<file path="config.mk">
export PLATFORM = sky130hd
export DESIGN_NAME = xml_style_tagger_core_flat
export DESIGN_NICKNAME = d
export VERILOG_FILES = /design/src/rtl/core/xst_pkg.sv /design/src/rtl/core/xst_if.sv /design/src/rtl/core/xml_style_tagger_core.sv /design/src/flat_wrapper.sv
export SDC_FILE = /design/constraint.sdc
export NUM_CORES = 1
export LEC_CHECK = 0
export BUFFER_PORTS_ARGS = -buffer_cell sky130_fd_sc_hd__buf_2
export CORE_ASPECT_RATIO = 0.6
export CORE_MARGIN = 8
export CORE_UTILIZATION = 60
export DETAILED_ROUTE_END_ITERATION = 12
export PLACE_DENSITY = 0.79
export SLEW_MARGIN = 20
export SYNTH_ARGS = -nofsm -noshare
export SYNTH_HDL_FRONTEND = slang
export SYNTH_SLANG_ARGS = --single-unit
</file>
<file path="constraint.sdc">
create_clock -name clk -period 6.1 [get_ports clk]
set_clock_uncertainty 0.05 [all_clocks]
set_input_delay 0.61 -clock clk [delete_from_list [all_inputs] [get_ports clk]]
set_output_delay 0.61 -clock clk [all_outputs]
set_load 0.05 [all_outputs]
</file>
<file path="src/rtl/core/xst_pkg.sv">
// ----------------------------------------------------------------------------
// xst_pkg
// Shared types and character constants for the XML-style tagger.
// ----------------------------------------------------------------------------
package xst_pkg;

	// Style codes as delivered on the result channel
	typedef enum logic [2:0] {
		CODE_PLAIN   = 3'd0,
		CODE_TAG     = 3'd1,
		CODE_QUOTE   = 3'd2,
		CODE_ATTR    = 3'd3,
		CODE_COMMENT = 3'd4,
		CODE_NEWLINE = 3'd5
	} code_t;

	// Running style kept between bytes (only the four text styles)
	typedef enum logic [1:0] {
		STY_PLAIN = 2'd0,
		STY_TAG   = 2'd1,
		STY_QUOTE = 2'd2,
		STY_ATTR  = 2'd3
	} style_t;

	typedef logic [7:0] byte_t;

	localparam byte_t CH_LT      = 8'h3C; // '<'
	localparam byte_t CH_GT      = 8'h3E; // '>'
	localparam byte_t CH_DQUOTE  = 8'h22; // '"'
	localparam byte_t CH_SPACE   = 8'h20; // ' '
	localparam byte_t CH_EQUAL   = 8'h3D; // '='
	localparam byte_t CH_NEWLINE = 8'h0A; // '\n'
	localparam byte_t CH_SLASH   = 8'h2F; // '/'
	localparam byte_t CH_BANG    = 8'h21; // '!'
	localparam byte_t CH_DASH    = 8'h2D; // '-'

	// Window depth: the byte being styled plus three bytes of lookahead
	localparam int unsigned WIN_DEPTH = 4;

endpackage

</file>
<file path="src/rtl/core/xst_if.sv">
// ----------------------------------------------------------------------------
// xst_byte_if / xst_code_if
// Valid/ready channels for text bytes in and style codes out.
// ----------------------------------------------------------------------------
interface xst_byte_if;
	logic          valid;
	logic          ready;
	xst_pkg::byte_t text_byte;
	logic          run_end;

	modport source (output valid, output text_byte, output run_end, input ready);
	modport sink   (input valid, input text_byte, input run_end, output ready);
endinterface

interface xst_code_if;
	logic          valid;
	logic          ready;
	logic [2:0]    style_code;
	logic          run_done;

	modport source (output valid, output style_code, output run_done, input ready);
	modport sink   (input valid, input style_code, input run_done, output ready);
endinterface

</file>
<file path="src/rtl/core/xml_style_tagger_core.sv">
// A byte's code is registered at the request that brings the third
// byte behind it and is valid the next cycle; a run's final byte is followed
// by its 1..4 held codes, the first registered after that request once the output is free.
// Throughput: one byte per cycle inside a run while the output takes codes; the final
// byte of a run holds off new requests until all its held bytes have been flushed.
// Reset (arst_n low) clears lookahead, history, style and flags, as each run end does.
// ----------------------------------------------------------------------------
// xml_style_tagger_core
// Styles a byte stream of XML-like text with three bytes of lookahead for
// comment-start detection; results go out through a registered output stage.
// ----------------------------------------------------------------------------
module xml_style_tagger_core (
	input  logic            clk,
	input  logic            arst_n,
	xst_byte_if.sink        byte_in,
	xst_code_if.source      style_out
);

	// Lookahead buffer: up to three held bytes, four during a flush
	xst_pkg::byte_t buf_q [xst_pkg::WIN_DEPTH];
	logic [2:0]     cnt_q;
	logic           flush_q;

	// Styling state
	xst_pkg::byte_t hist0_q, hist1_q;
	xst_pkg::style_t style_q;
	logic           tag_q;
	logic           cmt_q;

	// Output register
	logic           out_valid_q;
	xst_pkg::code_t out_code_q;
	logic           out_done_q;

	logic           out_free;
	logic           in_acc;
	logic           fire_norm, fire_flush, fire;
	logic           flush_last;

	// Styling unit inputs and outputs
	xst_pkg::byte_t  c, w1, w2, w3;
	logic            full;
	logic            cmt_start;
	xst_pkg::code_t  code_d;
	xst_pkg::style_t style_d;
	logic            tag_d, cmt_d;

	// Handshake
	assign out_free      = !out_valid_q || style_out.ready;
	assign byte_in.ready = !flush_q && out_free;
	assign in_acc        = byte_in.valid && byte_in.ready;
	assign fire_norm     = in_acc && !byte_in.run_end && (cnt_q == 3'd3);
	assign fire_flush    = flush_q && out_free;
	assign fire          = fire_norm || fire_flush;
	assign flush_last    = fire_flush && (cnt_q == 3'd1);

	// Window selection: flush styles from the buffer alone
	always_comb begin
		c    = buf_q[0];
		w1   = buf_q[1];
		w2   = buf_q[2];
		w3   = flush_q ? buf_q[3] : byte_in.text_byte;
		full = flush_q ? (cnt_q == 3'd4) : 1'b1;
	end

	assign cmt_start = full && (c == xst_pkg::CH_LT) && (w1 == xst_pkg::CH_BANG) &&
		(w2 == xst_pkg::CH_DASH) && (w3 == xst_pkg::CH_DASH);

	// Style one byte and work out the next state
	always_comb begin
		code_d  = xst_pkg::CODE_PLAIN;
		style_d = style_q;
		tag_d   = tag_q;
		cmt_d   = cmt_q;
		if (!cmt_q) begin
			if (cmt_start) begin
				code_d = xst_pkg::CODE_COMMENT;
				cmt_d  = 1'b1;
			end else begin
				case (c)
					xst_pkg::CH_LT: begin
						code_d  = xst_pkg::CODE_TAG;
						style_d = xst_pkg::STY_TAG;
						tag_d   = 1'b1;
					end
					xst_pkg::CH_GT: begin
						code_d  = xst_pkg::CODE_TAG;
						style_d = xst_pkg::STY_PLAIN;
						tag_d   = 1'b0;
					end
					xst_pkg::CH_DQUOTE: begin
						code_d  = xst_pkg::CODE_QUOTE;
						style_d = (style_q == xst_pkg::STY_QUOTE) ?
							xst_pkg::STY_PLAIN : xst_pkg::STY_QUOTE;
					end
					xst_pkg::CH_SPACE: begin
						code_d = xst_pkg::CODE_PLAIN;
						if (style_q != xst_pkg::STY_QUOTE) begin
							style_d = tag_q ? xst_pkg::STY_ATTR : xst_pkg::STY_PLAIN;
						end
					end
					xst_pkg::CH_EQUAL: begin
						code_d = xst_pkg::CODE_PLAIN;
					end
					xst_pkg::CH_NEWLINE: begin
						code_d  = xst_pkg::CODE_NEWLINE;
						style_d = xst_pkg::STY_PLAIN;
					end
					xst_pkg::CH_SLASH: begin
						code_d = xst_pkg::CODE_TAG;
					end
					default: begin
						code_d = xst_pkg::code_t'({1'b0, style_q});
					end
				endcase
			end
		end else begin
			code_d = xst_pkg::CODE_COMMENT;
			// "-->" closes the comment; history holds the two bytes before c
			if ((c == xst_pkg::CH_GT) && (hist0_q == xst_pkg::CH_DASH) &&
				(hist1_q == xst_pkg::CH_DASH)) begin
				style_d = xst_pkg::STY_PLAIN;
				cmt_d   = 1'b0;
			end
		end
	end

	// Lookahead buffer payload
	always_ff @(posedge clk) begin
		if (in_acc) begin
			if (fire_norm) begin
				buf_q[0] <= buf_q[1];
				buf_q[1] <= buf_q[2];
				buf_q[2] <= byte_in.text_byte;
			end else begin
				buf_q[cnt_q[1:0]] <= byte_in.text_byte;
			end
		end else if (fire_flush) begin
			buf_q[0] <= buf_q[1];
			buf_q[1] <= buf_q[2];
			buf_q[2] <= buf_q[3];
		end
	end

	// Buffer count and flush control
	always_ff @(posedge clk or negedge arst_n) begin
		if (!arst_n) begin
			cnt_q   <= 3'd0;
			flush_q <= 1'b0;
		end else if (in_acc) begin
			if (byte_in.run_end) begin
				flush_q <= 1'b1;
			end
			if (!fire_norm) begin
				cnt_q <= cnt_q + 3'd1;
			end
		end else if (fire_flush) begin
			cnt_q <= cnt_q - 3'd1;
			if (flush_last) begin
				flush_q <= 1'b0;
			end
		end
	end

	// Styling state; cleared after the last byte of a run
	always_ff @(posedge clk or negedge arst_n) begin
		if (!arst_n) begin
			hist0_q <= '0;
			hist1_q <= '0;
			style_q <= xst_pkg::STY_PLAIN;
			tag_q   <= 1'b0;
			cmt_q   <= 1'b0;
		end else if (flush_last) begin
			hist0_q <= '0;
			hist1_q <= '0;
			style_q <= xst_pkg::STY_PLAIN;
			tag_q   <= 1'b0;
			cmt_q   <= 1'b0;
		end else if (fire) begin
			hist1_q <= hist0_q;
			hist0_q <= c;
			style_q <= style_d;
			tag_q   <= tag_d;
			cmt_q   <= cmt_d;
		end
	end

	// Output register
	always_ff @(posedge clk or negedge arst_n) begin
		if (!arst_n) begin
			out_valid_q <= 1'b0;
		end else if (fire) begin
			out_valid_q <= 1'b1;
		end else if (style_out.ready) begin
			out_valid_q <= 1'b0;
		end
	end

	always_ff @(posedge clk) begin
		if (fire) begin
			out_code_q <= code_d;
			out_done_q <= flush_last;
		end
	end

	assign style_out.valid      = out_valid_q;
	assign style_out.style_code = out_code_q;
	assign style_out.run_done   = out_done_q;

endmodule

</file>
<file path="src/flat_wrapper.sv">
// flat-port wrapper written by rule: the top's interface ports become plain ports
module xml_style_tagger_core_flat 
  (clk, arst_n, byte_in_valid, byte_in_text_byte, byte_in_run_end, byte_in_ready, style_out_valid, style_out_style_code, style_out_run_done, style_out_ready);
  xst_byte_if byte_in_i ();
  xst_code_if style_out_i ();
  input  logic clk;
  input  logic arst_n;
  input wire logic [$bits(byte_in_i.valid)-1:0] byte_in_valid;
  input wire logic [$bits(byte_in_i.text_byte)-1:0] byte_in_text_byte;
  input wire logic [$bits(byte_in_i.run_end)-1:0] byte_in_run_end;
  output wire logic [$bits(byte_in_i.ready)-1:0] byte_in_ready;
  output wire logic [$bits(style_out_i.valid)-1:0] style_out_valid;
  output wire logic [$bits(style_out_i.style_code)-1:0] style_out_style_code;
  output wire logic [$bits(style_out_i.run_done)-1:0] style_out_run_done;
  input wire logic [$bits(style_out_i.ready)-1:0] style_out_ready;
  assign byte_in_i.valid = byte_in_valid;
  assign byte_in_i.text_byte = byte_in_text_byte;
  assign byte_in_i.run_end = byte_in_run_end;
  assign byte_in_ready = byte_in_i.ready;
  assign style_out_valid = style_out_i.valid;
  assign style_out_style_code = style_out_i.style_code;
  assign style_out_run_done = style_out_i.run_done;
  assign style_out_i.ready = style_out_ready;
  xml_style_tagger_core u_core (.clk(clk), .arst_n(arst_n), .byte_in(byte_in_i), .style_out(style_out_i));
endmodule
</file>
==> results.txt, run 1 <==
----------------------------------------------------
[Placement]
  Final GP Congestion ... 0.915
  Number of buffer cells added on primary ports ... 18
  Placed wire-length estimate after detailed placement ... 4.53 mm
  Worst slack at placement ... 3250 ps

[Global routing]
  First-pass GRT wire length ... 10.3 mm
  Antenna violations before repair ... 0
  Number of global-route vias before repair ... 1959
  Total routing resource utilization after global routing ... approximately 18%
  Pin count of the biggest net entering global routing ... 26
  Sum of overflow across all layers after global routing ... 0

[Critical path]
  Sort of element at the end of the critical path ... register
  Source of the critical timing path ... u_core.cnt_q[0]$_DFFE_PN0P_
  Crit path top cell by count ... sky130_fd_sc_hd__ha_1
  Category of the worst setup path launch point ... register
  Highest cell delay on the worst timing path ... 680 ps
  Worst reg2reg startpoint ... u_core.cnt_q[0]$_DFFE_PN0P_
  Highest-delay cell along the critical path ... sky130_fd_sc_hd__clkinv_1
  Critical path type ... register to register
  Capture point of the worst path ... u_core.hist0_q[7]$_DFFE_PN0P_
  Top fanout value on the critical path ... 24
  Critical R2R Capture ... u_core.hist0_q[7]$_DFFE_PN0P_
  R2R setup slack ... 3180 ps
  Critical path required time ... roughly 6300 ps
  Reg2reg path depth ... 8
  Crit-path cells ... ha_1, ha_1, nor2b_1, and2_1, o21ai_4, clkinv_1, nand2_1, a21oi_1
  WP data arrival ... 3070 ps

[Hold path]
  Type of the worst min-delay path ... input port to asynchronous set/reset pin

[STA]
  Final worst-path setup slack ... 3180 ps
  Number of hold violations in the final report ... 0
  Hold slack final ... 196 ps
  Finish-stage setup viols ... 0
  Worst-Margin Slew ... 634 ps
  Max frequency ... roughly 340 MHz
  RSZ-0062 raised after global routing ... no
  Final critical-path required period ... 2920 ps
  Share of the clock period used by the worst path ... between 40% and 50%
  Worst slew slack as a fraction of its limit ... a little under three fifths
  Pins over their slew limit ... 0
  Accumulated negative setup slack ... 0 ps

[Yosys]
  Post-synthesis cell type with the largest combined area ... sky130_fd_sc_hd__edfxtp_1
  Proportion of register bits with asynchronous set or reset after synthesis ... 41.0%
  Flip-flop and latch count after synthesis ... 61
  Synth Net Count ... 274
  Cell area after synthesis ... around 3000 um2
  Synth cell types ... 47
  Synth Area per Inst ... 11.7 um2
  Top cell type's share of synthesized area ... 36.3%
  Predominant post-synthesis flop cell ... sky130_fd_sc_hd__edfxtp_1
  YS warnings ... 0
  Seq/Total Area, Yosys ... 57.4%
  Post-synthesis instance total ... between 200 and 300
  Number of flops mapped to enable cells by yosys ... 36
  Cells taking the most area after synthesis ... sky130_fd_sc_hd__edfxtp_1 (36%), sky130_fd_sc_hd__dfrtp_1 (21%), sky130_fd_sc_hd__mux2_2 (9.1%), sky130_fd_sc_hd__nand2_1 (5.7%), sky130_fd_sc_hd__a21oi_1 (2.7%)

[Floorplan]
  Ports placed on the boundary ... 19
  Row count ... 19
  Area of the core ... about 4700 um2
  Die extent in x ... 107 um
  Overall die height ... 70.5 um
  DIE AREA ... 7540 um2
  Starting Density ... 63.8%

[Drt]
  Via-per-instance ratio ... roughly 6
  Post-DRT Antenna Nets ... 0
  Pre-antenna DRT Iters ... 7
  Post-detailed-route DRC marker count ... 0
  Total via count after detailed routing ... 2098
  Total Wirelength ... 6.24 mm
  DR WL/cell ... approximately 18 um
  Initial detailed-routing violation count ... 163

[Power and ir drop]
  Peak supply drop ... 0.385 mV
  Static Leak ... 0.00129 uW
  Power density over the cells ... between 500 and 600 nW/um2
  Overall power ... about 1700 uW

[Clocking]
  Post-CTS setup buffers ... 0
  Cell at the root of the clock tree ... sky130_fd_sc_hd__clkbuf_8
  Max Buffers Root-to-Sink ... 2
  Clock transition time at the flip-flop clock pins of the worst setup and hold paths ... approximately 70 ps
  Number of gates resized after CTS ... 0
  Clock insertion delay at the later pin of the skew report ... 340 ps
  Hold-fix buffers, CTS ... 0
  CTS buffer count ... 9
  Clk sink count ... 61
  Number of H-tree branching levels ... 3
  CTS tree ... yes

[Status]
  Status ... finished clean

[Finish]
  Fraction of final layout cells sized beyond drive strength 1 ... a little under a quarter
  Layout Nets ... 296
  Utilization after layout ... 70.3%
  Most common cell after layout, fill and taps aside ... sky130_fd_sc_hd__nand2_1
  Filler Cell Count ... 340
  Antenna cell count ... 0
  Top library cells by usage in the layout, fill and taps aside ... sky130_fd_sc_hd__nand2_1 (45), sky130_fd_sc_hd__edfxtp_1 (36), sky130_fd_sc_hd__dfrtp_1 (25)
  Area growth from synthesis to layout ... 10.1%

[Job]
  Maximum capacitance violations ... 0

----------------------------------------------------
-- report_power, final --
| group | switching (uW) | internal, uW | total [uW] |
|---|---|---|---|
| sequential | 139 | 649 | 789 |
| clock | 151 | 166 | 318 |
| combinational | 352 | 216 | 569 |
| total | 643 | 1030 | 1680 |
-- synthesized netlist by cell type (all sizes together) (2+ instances only) --
cell type  instances
nand2             45
edfxtp            36
dfrtp             25
mux2              24
a21oi             16
nand3             11
nor2              10
clkbuf             6
ha                 6
inv                6
o21ai              6
and2               5
nor4bb             5
or2                5
nor3               4
or3                4
a31oi              3
nand2b             3
nand4              3
nor4               3
nor4b              3
o211ai             3
a31o               2
a32o               2
mux2i              2
nor2b              2
or2b               2
-- worst min-delay path by stage --
stage / from / to / slack [ps]
floorplan: arst_n / u_core.cmt_q$_DFFE_PN0P_ / 260
global placement: u_core.hist1_q[7]$_DFFE_PN0P_ / u_core.hist1_q[7]$_DFFE_PN0P_ / 400
detailed placement: u_core.hist1_q[7]$_DFFE_PN0P_ / u_core.hist1_q[7]$_DFFE_PN0P_ / 420
CTS: arst_n / u_core.style_q[1]$_DFFE_PN0P_ / 220
global route: arst_n / u_core.style_q[0]$_DFFE_PN0P_ / 250
finish: arst_n / u_core.style_q[1]$_DFFE_PN0P_ / 200
-- state kept, by name, indices dropped and copies added, names as in the netlist --
signal and flops:
u_core.style_q 2, u_core.cmt_q 1, u_core.cnt_q 3, u_core.buf_q 32, u_core.tag_q 1, u_core.hist0_q 8, u_core.style_out.run_done 1, u_core.hist1_q 8
u_core.flush_q 1, u_core.style_out.valid 1, u_core.style_out.style_code 3
-- cell type report --
type	count	area, um2	share of cell area (%)
clock buffers	13	159	4.85
clock inverters	3	12.5	0.382
inverters	7	26.3	0.802
multi-input cells	180	1200	36.7
flip-flops and latches	61	1710	52.1
well taps	63	78.8	2.41
repair buffers	18	90.1	2.75
-- critical path: cells and delay by family, from the launching register on --
kind | cells | cell delay (ps)
AO/OA/AOI/OAI | 2 | 590
buffers and inverters | 1 | 680
AND/OR/NAND/NOR | 3 | 600
adder cells (fa/ha/maj) | 2 | 420
flip-flops | 1 | 410
-- metal layers --
layer	wire length (um)	track usage [%]	vias to the layer above
li1	-	-	983
met1	3160	26.8	1018
met2	2430	22.0	93
met3	605	6.24	4
met4	43	7.29	0
met5	0	0	-
-- stage by stage --
stage	cell area (um2)	cells
2_1_floorplan	2970	255
3_3_place_gp	3100	329
3_5_place_dp	3100	329
4_1_cts	3270	345
5_1_grt	3270	345
6_report	3270	345
-- logic make-up (layout without fill, tap and decap cells) --
group	after synthesis	in the layout	synth area share (%)
fa+ha+maj	6	6	2.52
compound gates	37	37	8.16
flops	61	61	57.4
simple gates	109	109	19.4
mux	26	26	9.76
xor+xnor	2	2	0.589
buf+inv	14	41	2.23
No activity file was read; power rests on OpenSTA's default activity.
==> inputs of run 2 (changes only) <==
- CORE_UTILIZATION: 60 -> 54
- PLACE_DENSITY: 0.79 -> 0.75
- clock period: 6.1 -> 2.6 ns (I/O delays scaled with it)
==> results.txt, run 2 (synthesis results as in run 1) <==
----------------------------------------------------
[Clocking]
  Clock transition time at the flip-flop clock pins of the worst setup and hold paths ... 60 ps
  Clk sink count ... 61
  CTS buffer count ... 9
  Post-CTS setup buffers ... 0
  Number of H-tree branching levels ... 3
  Cell at the root of the clock tree ... sky130_fd_sc_hd__clkbuf_8
  Clock insertion delay at the later pin of the skew report ... 330 ps
  CTS tree ... yes
  Max Buffers Root-to-Sink ... 2

[Placement]
  Placed wire-length estimate after detailed placement ... 4.74 mm
  Final GP Congestion ... 0.907
  Total instance count after detailed placement ... approximately 340
  Number of buffer cells added on primary ports ... 18

[Power and ir drop]
  Proportion of power drawn by combinational gates ... 33.7%
  Sequential fraction of design power ... 43.9%
  Net switching power ... between 1500 and 2000 uW
  Power density over the cells ... between 1000 and 1500 nW/um2
  Peak supply drop ... 0.525 mV
  Switching share of power ... 36.1%
  Overall power ... 4180 uW
  Internal power ... 2670 uW
  Static Leak ... 0.00135 uW
  Relative contribution of the clock network to total power ... 22.4%

[Drt]
  Total Wirelength ... about 6.3 mm
  Via-per-instance ratio ... 5.87
  Post-detailed-route DRC marker count ... 0
  Post-DRT Antenna Nets ... 0
  Initial detailed-routing violation count ... 201
  Pre-antenna DRT Iters ... 4
  DR WL/cell ... 17.7 um
  Total via count after detailed routing ... roughly 2100

[STA]
  Worst slew slack as a fraction of its limit ... 63.4%
  Finish-stage setup viols ... 0
  Pins over their slew limit ... 0
  Number of hold violations in the final report ... 0
  Accumulated negative setup slack ... 0 ps
  Share of the clock period used by the worst path ... 90.8%
  Worst-Margin Slew ... 549 ps
  RSZ-0062 raised after global routing ... no
  Final critical-path required period ... approximately 2400 ps
  Max frequency ... 424 MHz

[Finish]
  Number of flip-flops under the largest register name ... 32
  Layout Nets ... 303
  Top library cells by usage in the layout, fill and taps aside ... sky130_fd_sc_hd__nand2_1 (45), sky130_fd_sc_hd__edfxtp_1 (36), sky130_fd_sc_hd__dfrtp_1 (25)
  Fraction of final layout cells sized beyond drive strength 1 ... 25.3%
  Most common cell after layout, fill and taps aside ... sky130_fd_sc_hd__nand2_1
  Area growth from synthesis to layout ... 14.0%
  Largest Register ... u_core.buf_q
  Final std cells w/o fill ... 358
  Top Registers ... u_core.buf_q x32, u_core.hist0_q x8, u_core.hist1_q x8
  Antenna cell count ... 0

[Critical path]
  Top fanout value on the critical path ... 9
  Critical path type ... register to register
  Sort of element at the end of the critical path ... register
  WP data arrival ... 2310 ps
  Critical path required time ... 2550 ps
  Category of the worst setup path launch point ... register

[Global routing]
  Total routing resource utilization after global routing ... 16.7%
  Antenna violations before repair ... 0
  Number of global-route vias before repair ... 2061
  First-pass GRT wire length ... 10.7 mm
  Pin count of the biggest net entering global routing ... 26
  Sum of overflow across all layers after global routing ... 0

[Floorplan]
  DIE AREA ... 8220 um2
  Ports placed on the boundary ... 19
  Overall die height ... 73.5 um
  Starting Density ... 54.7%
  Area of the core ... 5440 um2
  Row count ... 21
  Die extent in x ... 112 um

[Hold path]
  Type of the worst min-delay path ... input port to register

[Status]
  Status ... finished clean

[Job]
  Maximum capacitance violations ... 0

----------------------------------------------------
## run 2: final cells by class
cell class	instances	area, um2
flip-flops and latches	61	1710
fillers	417	2050
inverters	7	26.3
well taps	69	86.3
clock inverters	4	70.1
repair buffers	25	145
clock buffers	12	155
multi-input cells	180	1200
## run 2: worst max-delay path, cell delays in order (launching register included)
cell	delay [ps]
sky130_fd_sc_hd__dfrtp_1	400
sky130_fd_sc_hd__ha_1	230
sky130_fd_sc_hd__ha_1	190
sky130_fd_sc_hd__nor2b_1	150
sky130_fd_sc_hd__nor2_1	270
sky130_fd_sc_hd__nand2_1	330
sky130_fd_sc_hd__nand2_1	400
## run 2: final timing paths
check | start | to | slack, ps | cells after the start
min | byte_in_run_end | u_core.flush_q$_DFFE_PN0P_ | 110 | 3
max in group asynchronous | arst_n | u_core.hist0_q[4]$_DFFE_PN0P_ | 1730 | 2
min in group asynchronous | arst_n | u_core.hist0_q[5]$_DFFE_PN0P_ | 400 | 2
min reg2reg | u_core.hist1_q[2]$_DFFE_PN0P_ | u_core.hist1_q[2]$_DFFE_PN0P_ | 420 | 2
max | u_core.cnt_q[0]$_DFFE_PN0P_ | u_core.buf_q[1][2]$_DFFE_PP_ | 240 | 6
max reg2reg | u_core.cnt_q[0]$_DFFE_PN0P_ | u_core.buf_q[1][2]$_DFFE_PP_ | 240 | 6
## run 2: layer usage
| metal | global-route usage (%) | wire length [um] | vias to the layer above |
|---|---|---|---|
| li1 | - | - | 992 |
| met1 | 25.2 | 3400 | 1035 |
| met2 | 21.6 | 2440 | 65 |
| met3 | 5.41 | 418 | 10 |
| met4 | 4.66 | 76 | 0 |
| met5 | 0 | 0 | - |
## run 2: timing repair
action / 4_1_cts / 5_1_grt
resized for setup: 0 / 0
endpoints found under the hold margin: 25 / 0
hold buffers: 1 / 0
## run 2: per-stage QoR
step | utilization (%) | hold WS (ps) | area, um2 | setup slack (ps)
after global placement | 58.0 | 234 | 3160 | 356
after floorplan | - | -85.6 | 2970 | 490
after global routing | 62.3 | 129 | 3390 | 73.6
after CTS | 62.3 | 96.2 | 3390 | 264
after detailed placement | 58.0 | 232 | 3160 | 294
final | 62.3 | 107 | 3390 | 240
## run 2: power by group through the flow
stage | Combinational, uW | Sequential [uW] | Clock, uW
floorplan | 1010 | 1820 | 0
global placement | 1380 | 1820 | 0
CTS | 1410 | 1820 | 949
detailed placement | 1390 | 1840 | 0
finish | 1410 | 1840 | 934
global route | 1560 | 1880 | 988
